[config.mk]
export PLATFORM = sky130hd
export DESIGN_NAME = preheat_wash_cycle_controller
export DESIGN_NICKNAME = d
export VERILOG_FILES = /design/src/pwcc_pkg.sv /design/src/pwcc_step.sv /design/src/preheat_wash_cycle_controller.sv
export VERILOG_INCLUDE_DIRS = /design/src /design/src/src
export SDC_FILE = /design/constraint.sdc
export NUM_CORES = 1
export LEC_CHECK = 0
export BUFFER_PORTS_ARGS = -buffer_cell sky130_fd_sc_hd__buf_2
export CAP_MARGIN = 5
export CORE_MARGIN = 2
export CORE_UTILIZATION = 56
export CTS_CLUSTER_DIAMETER = 120
export DETAILED_ROUTE_END_ITERATION = 10
export PLACE_DENSITY = 0.86
export SETUP_SLACK_MARGIN = 0.3
export SYNTH_ARGS = -nofsm -noshare
export SYNTH_HDL_FRONTEND = slang
export SYNTH_SLANG_ARGS = --single-unit
[constraint.sdc]
create_clock -name aclk -period 7.45 [get_ports aclk]
set_input_delay 1.49 -clock aclk [delete_from_list [all_inputs] [get_ports aclk]]
set_output_delay 1.49 -clock aclk [all_outputs]
set_load 0.1 [all_outputs]
[src/preheat_wash_cycle_controller_assert.svh]
// Assertion helpers for the preheat/wash controller.
`ifndef PREHEAT_WASH_CYCLE_CONTROLLER_ASSERT_SVH
`define PREHEAT_WASH_CYCLE_CONTROLLER_ASSERT_SVH

// Same-cycle implication.
`define PWCC_ASSERT_IMPL(label, clk, rst_n, ante, cons, msg) \
    label: assert property (@(posedge clk) disable iff (!rst_n) (ante) |-> (cons)) else $error(msg);

// Next-cycle implication.
`define PWCC_ASSERT_NEXT(label, clk, rst_n, ante, cons, msg) \
    label: assert property (@(posedge clk) disable iff (!rst_n) (ante) |=> (cons)) else $error(msg);

`endif

[src/pwcc_pkg.sv]
package pwcc_pkg;

    localparam int unsigned MAX_WASH_MINUTES_DEF = 240;

    typedef enum logic [3:0] {
        OP_TICK         = 4'd0,
        OP_PREHEAT      = 4'd1,
        OP_WASH         = 4'd2,
        OP_PREHEAT_WASH = 4'd3,
        OP_HEAT_ON      = 4'd4,
        OP_HEAT_OFF     = 4'd5,
        OP_PUMP_OFF     = 4'd6,
        OP_PUMP_HALF    = 4'd7,
        OP_PUMP_FULL    = 4'd8
    } opcode_t;

    typedef enum logic [1:0] {
        PH_IDLE    = 2'd0,
        PH_PREHEAT = 2'd1,
        PH_WASH    = 2'd2
    } phase_t;

    typedef enum logic [1:0] {
        PUMP_OFF  = 2'd0,
        PUMP_HALF = 2'd1,
        PUMP_FULL = 2'd2
    } pump_t;

    typedef enum logic [1:0] {
        EV_NONE       = 2'd0,
        EV_PREHEAT    = 2'd1,
        EV_WASH       = 2'd2,
        EV_CYCLE_DONE = 2'd3
    } event_t;

    typedef enum logic [1:0] {
        CFG_TARGET    = 2'd0,
        CFG_MINUTES   = 2'd1,
        CFG_FULL_DUTY = 2'd2
    } cfg_index_t;

    localparam logic [6:0]  TARGET_RESET    = 7'd40;
    localparam logic [7:0]  MINUTES_RESET   = 8'd10;
    localparam logic [7:0]  FULL_DUTY_RESET = 8'd255;
    localparam logic [7:0]  HALF_DUTY       = 8'd3;
    localparam logic [6:0]  TARGET_MIN      = 7'd20;
    localparam logic [6:0]  TARGET_MAX      = 7'd45;
    localparam logic [8:0]  CHECK_GAP_MS    = 9'd333;
    localparam logic [8:0]  SINCE_MAX       = 9'd511;
    localparam logic [9:0]  MS_LAST         = 10'd999;
    localparam logic [14:0] SEC_PER_MIN     = 15'd60;
    localparam logic [16:0] SEC_PER_STEP    = 17'd5;
    // 2^24-1 ms split into seconds and leftover milliseconds
    localparam logic [14:0] WASH_SEC_MAX    = 15'd16777;
    localparam logic [9:0]  WASH_MS_MAX     = 10'd215;

    // Wash time is kept as seconds plus milliseconds (0..999), so whole
    // seconds come straight out of the state.
    typedef struct packed {
        phase_t      phase;
        logic        chain;
        logic        heater_en;
        logic        heater_lvl;
        pump_t       pump;
        logic [8:0]  since_ms;
        logic [6:0]  target;
        logic [14:0] wash_sec;
        logic [9:0]  wash_ms;
    } state_t;

    typedef struct packed {
        logic [3:0]         op;
        logic signed [15:0] heater_temp;
        logic signed [15:0] pipe_temp;
        logic signed [4:0]  enc_delta;
        logic               long_click;
    } item_t;

    typedef struct packed {
        logic        heater_drive;
        logic [7:0]  pump_duty;
        logic [1:0]  phase;
        logic [14:0] remaining_seconds;
        logic [6:0]  working_target;
        logic [1:0]  end_event;
    } result_t;

endpackage

[src/pwcc_step.sv]
module pwcc_step
    import pwcc_pkg::*;
#(
    parameter int unsigned MAX_WASH_MINUTES = MAX_WASH_MINUTES_DEF
) (
    input  item_t      item,
    input  state_t     cur,
    input  logic [7:0] minutes,
    input  logic [7:0] full_duty,
    output state_t     nxt,
    output result_t    res
);

    logic signed [17:0] tgt_s;
    logic signed [17:0] h_hi;
    logic signed [17:0] h_lo;
    logic signed [17:0] p_s;
    logic               fire;
    logic               therm_lvl;
    logic [8:0]         therm_since;
    logic signed [8:0]  trim_s;
    logic [6:0]         trim;
    logic               pre_done;
    logic [8:0]         min_c;
    logic [14:0]        start_sec;
    logic [14:0]        dec_sec;
    logic [9:0]         dec_ms;
    logic signed [16:0] add_s;
    logic [14:0]        add_sec;
    logic [9:0]         add_ms;
    logic               wash_done;
    event_t             ev;

    // thermostat, evaluated on the current state
    assign tgt_s = $signed({4'b0, 14'(cur.target) * 14'd100});
    assign h_hi  = $signed({{2{item.heater_temp[15]}}, item.heater_temp}) + 18'sd200;
    assign h_lo  = $signed({{2{item.heater_temp[15]}}, item.heater_temp}) + 18'sd100;
    assign p_s   = $signed({{2{item.pipe_temp[15]}}, item.pipe_temp}) + 18'sd100;
    assign fire  = cur.heater_en && (cur.since_ms > CHECK_GAP_MS);

    always_comb begin
        if (!fire) begin
            therm_lvl = cur.heater_lvl;
        end else if (cur.heater_lvl) begin
            therm_lvl = !(h_hi >= tgt_s);
        end else begin
            therm_lvl = (h_lo <= tgt_s);
        end
    end

    assign therm_since = fire ? 9'd0 :
                         (cur.since_ms != SINCE_MAX) ? cur.since_ms + 9'd1 : cur.since_ms;

    // preheat end test uses the target before this tick's trim
    assign pre_done = p_s > tgt_s;

    assign trim_s = $signed({2'b0, cur.target}) + $signed({{4{item.enc_delta[4]}}, item.enc_delta});
    always_comb begin
        if (trim_s < $signed({2'b0, TARGET_MIN})) begin
            trim = TARGET_MIN;
        end else if (trim_s > $signed({2'b0, TARGET_MAX})) begin
            trim = TARGET_MAX;
        end else begin
            trim = trim_s[6:0];
        end
    end

    assign min_c     = ({1'b0, minutes} > 9'(MAX_WASH_MINUTES)) ? 9'(MAX_WASH_MINUTES)
                                                               : {1'b0, minutes};
    assign start_sec = 15'(min_c) * SEC_PER_MIN;

    // one millisecond off, saturating at zero
    always_comb begin
        if (cur.wash_ms != 10'd0) begin
            dec_sec = cur.wash_sec;
            dec_ms  = cur.wash_ms - 10'd1;
        end else if (cur.wash_sec != 15'd0) begin
            dec_sec = cur.wash_sec - 15'd1;
            dec_ms  = MS_LAST;
        end else begin
            dec_sec = 15'd0;
            dec_ms  = 10'd0;
        end
    end

    // encoder adds 5 s per step, clamped to 0 .. 2^24-1 ms
    assign add_s = $signed({2'b0, dec_sec})
                 + $signed({{12{item.enc_delta[4]}}, item.enc_delta}) * $signed(SEC_PER_STEP);
    always_comb begin
        if (add_s < 17'sd0) begin
            add_sec = 15'd0;
            add_ms  = 10'd0;
        end else if (add_s > $signed({2'b0, WASH_SEC_MAX})
                     || (add_s == $signed({2'b0, WASH_SEC_MAX}) && dec_ms > WASH_MS_MAX)) begin
            add_sec = WASH_SEC_MAX;
            add_ms  = WASH_MS_MAX;
        end else begin
            add_sec = add_s[14:0];
            add_ms  = dec_ms;
        end
    end

    always_comb begin
        nxt       = cur;
        ev        = EV_NONE;
        wash_done = 1'b0;
        if (item.op == OP_TICK) begin
            unique case (cur.phase)
                PH_PREHEAT: begin
                    nxt.heater_lvl = therm_lvl;
                    nxt.since_ms   = therm_since;
                    if (item.enc_delta != 5'sd0) begin
                        nxt.target = trim;
                    end
                    if (pre_done) begin
                        nxt.pump       = PUMP_OFF;
                        nxt.heater_en  = 1'b0;
                        nxt.heater_lvl = 1'b0;
                        nxt.phase      = PH_IDLE;
                        if (cur.chain) begin
                            nxt.pump      = PUMP_FULL;
                            nxt.heater_en = 1'b1;
                            nxt.wash_sec  = start_sec;
                            nxt.wash_ms   = 10'd0;
                            nxt.phase     = PH_WASH;
                        end else begin
                            ev = EV_PREHEAT;
                        end
                    end
                end
                PH_WASH: begin
                    nxt.wash_sec = dec_sec;
                    nxt.wash_ms  = dec_ms;
                    if (dec_sec == 15'd0) begin
                        wash_done = 1'b1;
                    end else begin
                        nxt.heater_lvl = therm_lvl;
                        nxt.since_ms   = therm_since;
                        if (item.long_click) begin
                            wash_done = 1'b1;
                        end else if (item.enc_delta != 5'sd0) begin
                            nxt.wash_sec = add_sec;
                            nxt.wash_ms  = add_ms;
                            wash_done    = (add_sec == 15'd0);
                        end
                    end
                    if (wash_done) begin
                        nxt.pump       = PUMP_OFF;
                        nxt.heater_en  = 1'b0;
                        nxt.heater_lvl = 1'b0;
                        nxt.phase      = PH_IDLE;
                        nxt.chain      = 1'b0;
                        ev             = cur.chain ? EV_CYCLE_DONE : EV_WASH;
                    end
                end
                default: begin
                    nxt.heater_lvl = therm_lvl;
                    nxt.since_ms   = therm_since;
                end
            endcase
        end else if (cur.phase == PH_IDLE) begin
            unique case (item.op)
                OP_PREHEAT, OP_PREHEAT_WASH: begin
                    nxt.chain     = (item.op == OP_PREHEAT_WASH);
                    nxt.pump      = PUMP_HALF;
                    nxt.heater_en = 1'b1;
                    nxt.phase     = PH_PREHEAT;
                end
                OP_WASH: begin
                    nxt.chain     = 1'b0;
                    nxt.pump      = PUMP_FULL;
                    nxt.heater_en = 1'b1;
                    nxt.wash_sec  = start_sec;
                    nxt.wash_ms   = 10'd0;
                    nxt.phase     = PH_WASH;
                end
                OP_HEAT_ON:   nxt.heater_en = 1'b1;
                OP_HEAT_OFF: begin
                    nxt.heater_en  = 1'b0;
                    nxt.heater_lvl = 1'b0;
                end
                OP_PUMP_OFF:  nxt.pump = PUMP_OFF;
                OP_PUMP_HALF: nxt.pump = PUMP_HALF;
                OP_PUMP_FULL: nxt.pump = PUMP_FULL;
                default: ;
            endcase
        end
    end

    always_comb begin
        res.heater_drive = nxt.heater_lvl;
        unique case (nxt.pump)
            PUMP_HALF: res.pump_duty = HALF_DUTY;
            PUMP_FULL: res.pump_duty = full_duty;
            default:   res.pump_duty = 8'd0;
        endcase
        res.phase             = nxt.phase;
        res.remaining_seconds = (nxt.phase == PH_WASH) ? nxt.wash_sec : 15'd0;
        res.working_target    = nxt.target;
        res.end_event         = ev;
    end

endmodule

[src/preheat_wash_cycle_controller.sv]
// Preheat/wash cycle controller.
// An input transfer goes through the input register, then the state update
// and result register, to m_axis. Throughput: one item per cycle unless m_axis
// backpressure stalls the output; the state loop is one pass of the step logic.
// Reset (aresetn low, synchronous): config registers and state return to their
// defaults, both pipeline stages empty.
`include "preheat_wash_cycle_controller_assert.svh"

module preheat_wash_cycle_controller
    import pwcc_pkg::*;
#(
    parameter int unsigned MAX_WASH_MINUTES = MAX_WASH_MINUTES_DEF
) (
    input  logic        aclk,
    input  logic        aresetn,
    input  logic        cfg_wr_en,
    input  logic [1:0]  cfg_addr,
    input  logic [7:0]  cfg_wr_data,
    input  logic        s_axis_tvalid,
    output logic        s_axis_tready,
    // heater_temp[15:0], pipe_temp[31:16], enc_delta[36:32], long_click[37]
    input  logic [39:0] s_axis_tdata,
    // opcode[3:0]
    input  logic [3:0]  s_axis_tuser,
    output logic        m_axis_tvalid,
    input  logic        m_axis_tready,
    // heater_drive[0], pump_duty[8:1], phase[10:9], remaining_seconds[25:11],
    // working_target[32:26], end_event[34:33]
    output logic [39:0] m_axis_tdata
);

    logic [7:0] minutes_reg;
    logic [7:0] duty_reg;
    state_t     state_reg;
    state_t     state_next;
    logic       in_valid_reg;
    item_t      in_item_reg;
    logic       out_valid_reg;
    result_t    out_reg;
    result_t    res_next;
    logic       advance;
    logic       in_take;

    assign advance       = in_valid_reg && (!out_valid_reg || m_axis_tready);
    assign s_axis_tready = !in_valid_reg || advance;
    assign in_take       = s_axis_tvalid && s_axis_tready;

    pwcc_step #(
        .MAX_WASH_MINUTES(MAX_WASH_MINUTES)
    ) u_step (
        .item      (in_item_reg),
        .cur       (state_reg),
        .minutes   (minutes_reg),
        .full_duty (duty_reg),
        .nxt       (state_next),
        .res       (res_next)
    );

    always_ff @(posedge aclk) begin
        if (!aresetn) begin
            in_valid_reg <= 1'b0;
        end else if (s_axis_tready) begin
            in_valid_reg <= s_axis_tvalid;
        end
        if (in_take) begin
            in_item_reg.op          <= s_axis_tuser;
            in_item_reg.heater_temp <= s_axis_tdata[15:0];
            in_item_reg.pipe_temp   <= s_axis_tdata[31:16];
            in_item_reg.enc_delta   <= s_axis_tdata[36:32];
            in_item_reg.long_click  <= s_axis_tdata[37];
        end
    end

    always_ff @(posedge aclk) begin
        if (!aresetn) begin
            out_valid_reg <= 1'b0;
        end else if (advance) begin
            out_valid_reg <= 1'b1;
        end else if (m_axis_tready) begin
            out_valid_reg <= 1'b0;
        end
        if (advance) begin
            out_reg <= res_next;
        end
    end

    // state and config; config writes must arrive only while no item is in flight (the block does not enforce this)
    always_ff @(posedge aclk) begin
        if (!aresetn) begin
            minutes_reg          <= MINUTES_RESET;
            duty_reg             <= FULL_DUTY_RESET;
            state_reg.phase      <= PH_IDLE;
            state_reg.chain      <= 1'b0;
            state_reg.heater_en  <= 1'b0;
            state_reg.heater_lvl <= 1'b0;
            state_reg.pump       <= PUMP_OFF;
            state_reg.since_ms   <= SINCE_MAX;
            state_reg.target     <= TARGET_RESET;
            state_reg.wash_sec   <= 15'd0;
            state_reg.wash_ms    <= 10'd0;
        end else begin
            if (advance) begin
                state_reg <= state_next;
            end
            if (cfg_wr_en) begin
                unique case (cfg_addr)
                    CFG_TARGET: begin
                        state_reg.target <= cfg_wr_data[6:0];
                    end
                    CFG_MINUTES:   minutes_reg <= cfg_wr_data;
                    CFG_FULL_DUTY: duty_reg    <= cfg_wr_data;
                    default: ;
                endcase
            end
        end
    end

    assign m_axis_tvalid = out_valid_reg;
    assign m_axis_tdata  = {5'd0, out_reg.end_event, out_reg.working_target,
                            out_reg.remaining_seconds, out_reg.phase,
                            out_reg.pump_duty, out_reg.heater_drive};

    `PWCC_ASSERT_IMPL(a_lvl_needs_en, aclk, aresetn, state_reg.heater_lvl,
        state_reg.heater_en, "heater output high while heater disabled")
    `PWCC_ASSERT_IMPL(a_event_idle, aclk, aresetn, m_axis_tvalid && out_reg.end_event != EV_NONE,
        out_reg.phase == PH_IDLE, "end event outside idle phase")
    `PWCC_ASSERT_IMPL(a_secs_wash, aclk, aresetn,
        m_axis_tvalid && out_reg.remaining_seconds != 15'd0,
        out_reg.phase == PH_WASH, "remaining time shown outside wash")
    `PWCC_ASSERT_NEXT(a_adv_result, aclk, aresetn, advance, m_axis_tvalid,
        "advanced item did not reach the result register")

endmodule

# == After elaboration in Yosys (flattened, before gate mapping) ==
# Index checks and enable logic that the tools add are counted.
# op_classes
n_addsub,8
mul,3
div_mod_pow,0
order_cmp,10
eq_ne,24
shift,0
mux,62
bitwise_logic,0
reduce_logical,33
# op_table
operator,n
two-way mux 25 bit,8
two-way mux 7 bit,10
two-way mux 15 bit,4
one-hot mux 25 bit (2 select lines),1
two-way mux 10 bit,4
two-way mux 9 bit,4
adder 16 x 8 -> 17 bit (second input constant),2
two-way mux 32 bit,1
zero test 15 bit,2
>= comparator 18 x 15 -> 1 bit,1
greater-than comparator 18 x 15 -> 1 bit,1
less-or-equal comparator 18 x 15 -> 1 bit,1
adder 16 x 17 -> 17 bit,1
adder 16 x 9 -> 17 bit (second input constant),1
== test 17 x 16 -> 1 bit (second input constant),1
greater-than comparator 17 x 16 -> 1 bit (second input constant),1
less-than comparator 17 x 1 -> 1 bit (second input constant),1
== test 4 x 3 -> 1 bit (second input constant),4
two-way mux 1 bit,16
one-hot mux 8 bit (2 select lines),1
nonzero test 15 bit,1
subtractor 15 x 1 -> 15 bit (second input constant),1
multiplier 9 x 4 -> 13 bit (second input constant),1
multiplier 7 x 5 -> 12 bit (second input constant),1
41 further kinds,71
# totals
reg_bits,143
latchBits,0
mem_bits_rw,0
mem_bits_ro,0
input_bits,59
output_inout_bits,42
elab_cells,164
memories,0

# == Longest topological paths before layout ==
# depth
ltp_word,20
mapped_depth,25
mapped_depth_nobuf,24

# == Cells and area by module ==
# From an unflattened synthesis, not the netlist that was laid out.
# hier_totals
cells_unflattened,1446
area_unflattened_um2,12499.5
# by_module_without_submodules
mod,instances,cells_per_inst,area_per_inst_um2
pwcc_step,1,1070,7664.9
preheat_wash_cycle_controller,1,376,4834.6

# == Worst setup path before layout ==
# Ideal clock, no wire load.
# synth_timing
path_type,register to register
from,reg state_reg[12] (netlist bit)
to,"reg out_reg, in the netlist m_axis_tdata[1], data pin"
setup_ps,254
arrival_ps,5371
path_slack_ps,1826
stages_incl_launch_ff,21
synth_period_minus_slack_ps,5624
cell_sequence,dfxtp_1 -> buf_6 -> or4_4 -> or3_1 -> buf_6 -> or4_4 -> buf_2 -> and2_1 -> ha_1 -> nor2b_1 -> o2111a_1 -> o311ai_1 -> a21oi_1 -> o311ai_1 -> a41oi_1 -> nand2_1 -> a21boi_0 -> o221a_2 -> ha_1 -> a21oi_1 -> nor2_1
# synth_lines
element,line_no,source
from (decl),preheat_wash_cycle_controller.sv:34,state_t state_reg;
from (signal assigned),preheat_wash_cycle_controller.sv:103,state_reg <= state_next;
to (signal assigned),preheat_wash_cycle_controller.sv:83,out_reg <= res_next;
to (decl),preheat_wash_cycle_controller.sv:39,result_t out_reg;

# == Worst setup path after layout ==
# layout_timing
from,reg state_reg[28] (netlist bit)
to,"reg out_reg, in the netlist m_axis_tdata[17], data pin"
# layout_between
elab_chain_len,6
elab_cells_between_ends,9
cone_classes,mul: 1; order compare: 1; eq/ne: 1; mux: 6
# layout_rtl
element,line_no,source
multiplier 7 x 5 -> 12 bit *,pwcc_step.sv:35,"assign tgt_s = $signed({4'b0, 14'(cur.target) * 14'd100});"
greater-than comparator 18 x 15 -> 1 bit *,pwcc_step.sv:55,assign pre_done = p_s > tgt_s;
two-way mux 2 bit,pwcc_step.sv:115,if (pre_done) begin
one-hot mux 2 bit (2 select lines),pwcc_step.sv:108,unique case (cur.phase)
two-way mux 7 bit,pwcc_step.sv:107,if (item.op == OP_TICK) begin
== test 2 bit,pwcc_step.sv:198,res.remaining_seconds = (nxt.phase == PH_WASH) ? nxt.wash_sec : 15'd0;
# Mark *: on every way between the ends. The rest lies on a longest branch, timed or not. The select of a mux whose other input is x is not followed.
# A chain may end at the register's enable or synchronous reset.

==> flow_summary.ini <==
[synth]
yosys.area_share.xor_xnor = 0.0594
synth_seq_cells = 143
synth.most_common_cell = ha_1
synth_compound_area_frac = 0.207
yosys.area.top_type_share = 0.194
synthAdderAreaFrac = 0.160
synthSimpleGateAreaFrac = 0.199
synth_common_cells = ha_1 (125), nor2_1 (117), nand2_1 (113), a21oi_1 (94), o21ai_0 (81)
synth_top_family_by_area = compound AO/OA/AOI/OAI gates
ys_top_cells_by_area = edfxtp_1 (19%), ha_1 (13%), dfxtp_1 (11%)
synthMuxAreaShare = 0.0188
synth_cells = 1381
synth-main-ff-cell = edfxtp_1
ys_types = 84
yosysSeqAreaShare = 0.304
avgSynthCellArea_sq_um = 8.64
yosysTopAreaCell = edfxtp_1
synth-edff-count = 77
synthArstFlopShare = 0
synth_warnings = 0
synth.cell_area_sq_um = 11900

[drt]
vias = 11019
drtIter0Drc = 1140
wl_per_cell_um = 19.0
ant_nets = 0
routed_wl_mm = 32.8
drc = 0
viasPerCell = 6.37
drtPass1Iterations = 6

[clock_network]
cts_root_buffer = clkbuf_16
post-cts-setup-buffers = 0
clock_latency_ps = 440
clock_path_buffers = 2
htreeDepth = 4
cts_tree = yes
cts_made_buffers = 17
clk_transition_reported_paths_ps = 70
cts_sinks = 143
cts_resized = 0
cts_hold_buf = 0

[floorplan]
ios = 101
core_area_sq_um = 21000
die_h_um = 150
rows = 53
initial_core_util = 0.570
die_w_um = 150
die_area_sq_um = 22500

[final_layout]
layout.nets = 1644
n_antenna_cell = 0
area_growth_syn_to_layout_pct = 9.62
drive_gt1_frac = 0.115
largest_register_ff_count = 48

[grt]
use_met2 = 0.493
grt_pass1_wl_mm = 52.8
gr-total-overflow = 0
grt_busiest_layer = met2
antenna_found_initial = 0
met1_usage = 0.362
grt_start_max_net_pins = 61
grtUsageMet3 = 0.0530
grt_pass1_vias = 10614
grt_usage = 0.296

[placement]
dp_hpwl_mm = 24.5
place_congestion = 0.985
dp_worst_setup_slack_ps = 1100
portBuffers = 93

[sta]
finalWorstSetupSlack_ps = 967
period_needed_ps = 6480
finalSetupTns_ps = 0
rsz0062_at_grt = false
timing.fmax_mhz = 154
drv_slew = 0
finalHoldViolations = 0
setup_violations = 0
clock_skew_ps = 14.0
slew_headroom = 0.283
worst_slew_pin_slew_ps = 1070
holdWs_ps = 463
finalCritPeriodShare = 0.870

[pwr]
irDropWorstVdd_mv = 0.154
leakage_nw = 5.52
power_density_nw_per_um2 = 215
p_total_mw = 2.81

[run_status]
status = finished clean

[setup_path]
start_kind = register
critPathArrivalTime_ps = 6660
required_ps = 7620
cp_max_fo = 12
critical_path_class = register to register
endpoint_kind = register

[worst_hold_path]
hold_class = register to register

[flow_run]
max-cap-violations = 0
## layout make-up
| class | count | area, sq um |
|---|---|---|
| well taps | 275 | 344 |
| repair buffers | 104 | 548 |
| clock buffers | 20 | 457 |
| flip-flops and latches | 143 | 3630 |
| inverters | 81 | 304 |
| clock inverters | 12 | 96.3 |
| fillers | 1763 | 7870 |
| multi-input cells | 1096 | 7700 |
## placed cells by master, fill, tap and decap left out, types with 17 or more instances in the layout
cell type / instances
ha_1: 125
nor2_1: 117
nand2_1: 113
a21oi_1: 94
buf_2: 93
o21ai_0: 81
inv_1: 78
edfxtp_1: 77
dfxtp_1: 66
nand3_1: 59
xnor2_1: 46
xor2_1: 35
nor3_1: 30
a21o_1: 29
a31oi_1: 25
nor4_1: 21
mux2i_1: 19
a211oi_1: 18
fa_1: 17
clkbuf_16: 17
## stage by stage
stage,util,cell area (sq um),cells
global route,0.624,13100,1731
detailed placement,0.598,12500,1699
global placement,0.598,12500,1699
CTS,0.624,13100,1731
floorplan,-,12000,1385
finish,0.624,13100,1731
## worst max-delay path, stage by stage, from the launching register on
cell      delay, ps
dfxtp_1         510
ha_1            300
ha_1            290
inv_1            60
fa_1            500
inv_1            40
ha_1            320
a21oi_1         220
o21bai_1        110
a21oi_1         230
o21bai_1         90
a21oi_1         170
xnor2_1         150
ha_1            350
nand4_1         150
a211oi_1        200
o21ai_0         130
a211oi_1        580
o21a_1          320
buf_4           260
mux2_2          360
a221oi_1        250
nor2_1           70
a211oi_1        440
nor2_1           90
## power by group
part           total, mW  switching (mW)  internal [mW]
logic               1.08           0.691          0.387
registers          0.909          0.0401          0.869
clock network      0.826           0.375          0.451
total               2.81            1.11           1.71
## kinds of logic (layout without fill, tap and decap cells)
| group | Yosys count | count (layout) |
|---|---|---|
| other | 1 | 5 |
| multiplexers | 22 | 22 |
| flip-flops | 143 | 143 |
| adder cells (fa/ha/maj) | 142 | 142 |
| XOR/XNOR | 81 | 81 |
| AO/OA/AOI/OAI | 374 | 374 |
| buffers and inverters | 146 | 217 |
| AND/OR/NAND/NOR | 472 | 472 |
## final timing paths
kind,start,end,slack (ps),cells after the start
max reg2reg,state_reg[28]$_SDFF_PN1_,m_axis_tdata[17]$_SDFFCE_PP0P_,970,24
min reg2reg,duty_reg[4]$_SDFFE_PN1P_,duty_reg[4]$_SDFFE_PN1P_,460,2
min,duty_reg[4]$_SDFFE_PN1P_,duty_reg[4]$_SDFFE_PN1P_,460,2
max,state_reg[28]$_SDFF_PN1_,m_axis_tdata[17]$_SDFFCE_PP0P_,970,24
## layer usage
| layer | wire length (um) | part of all wire |
|---|---|---|
| met1 | 13100 | 0.40 |
| met2 | 15600 | 0.48 |
| met3 | 2270 | 0.069 |
| met4 | 1820 | 0.055 |
| met5 | 0 | 0 |
Note: power is estimated with default switching activity, not from simulation.
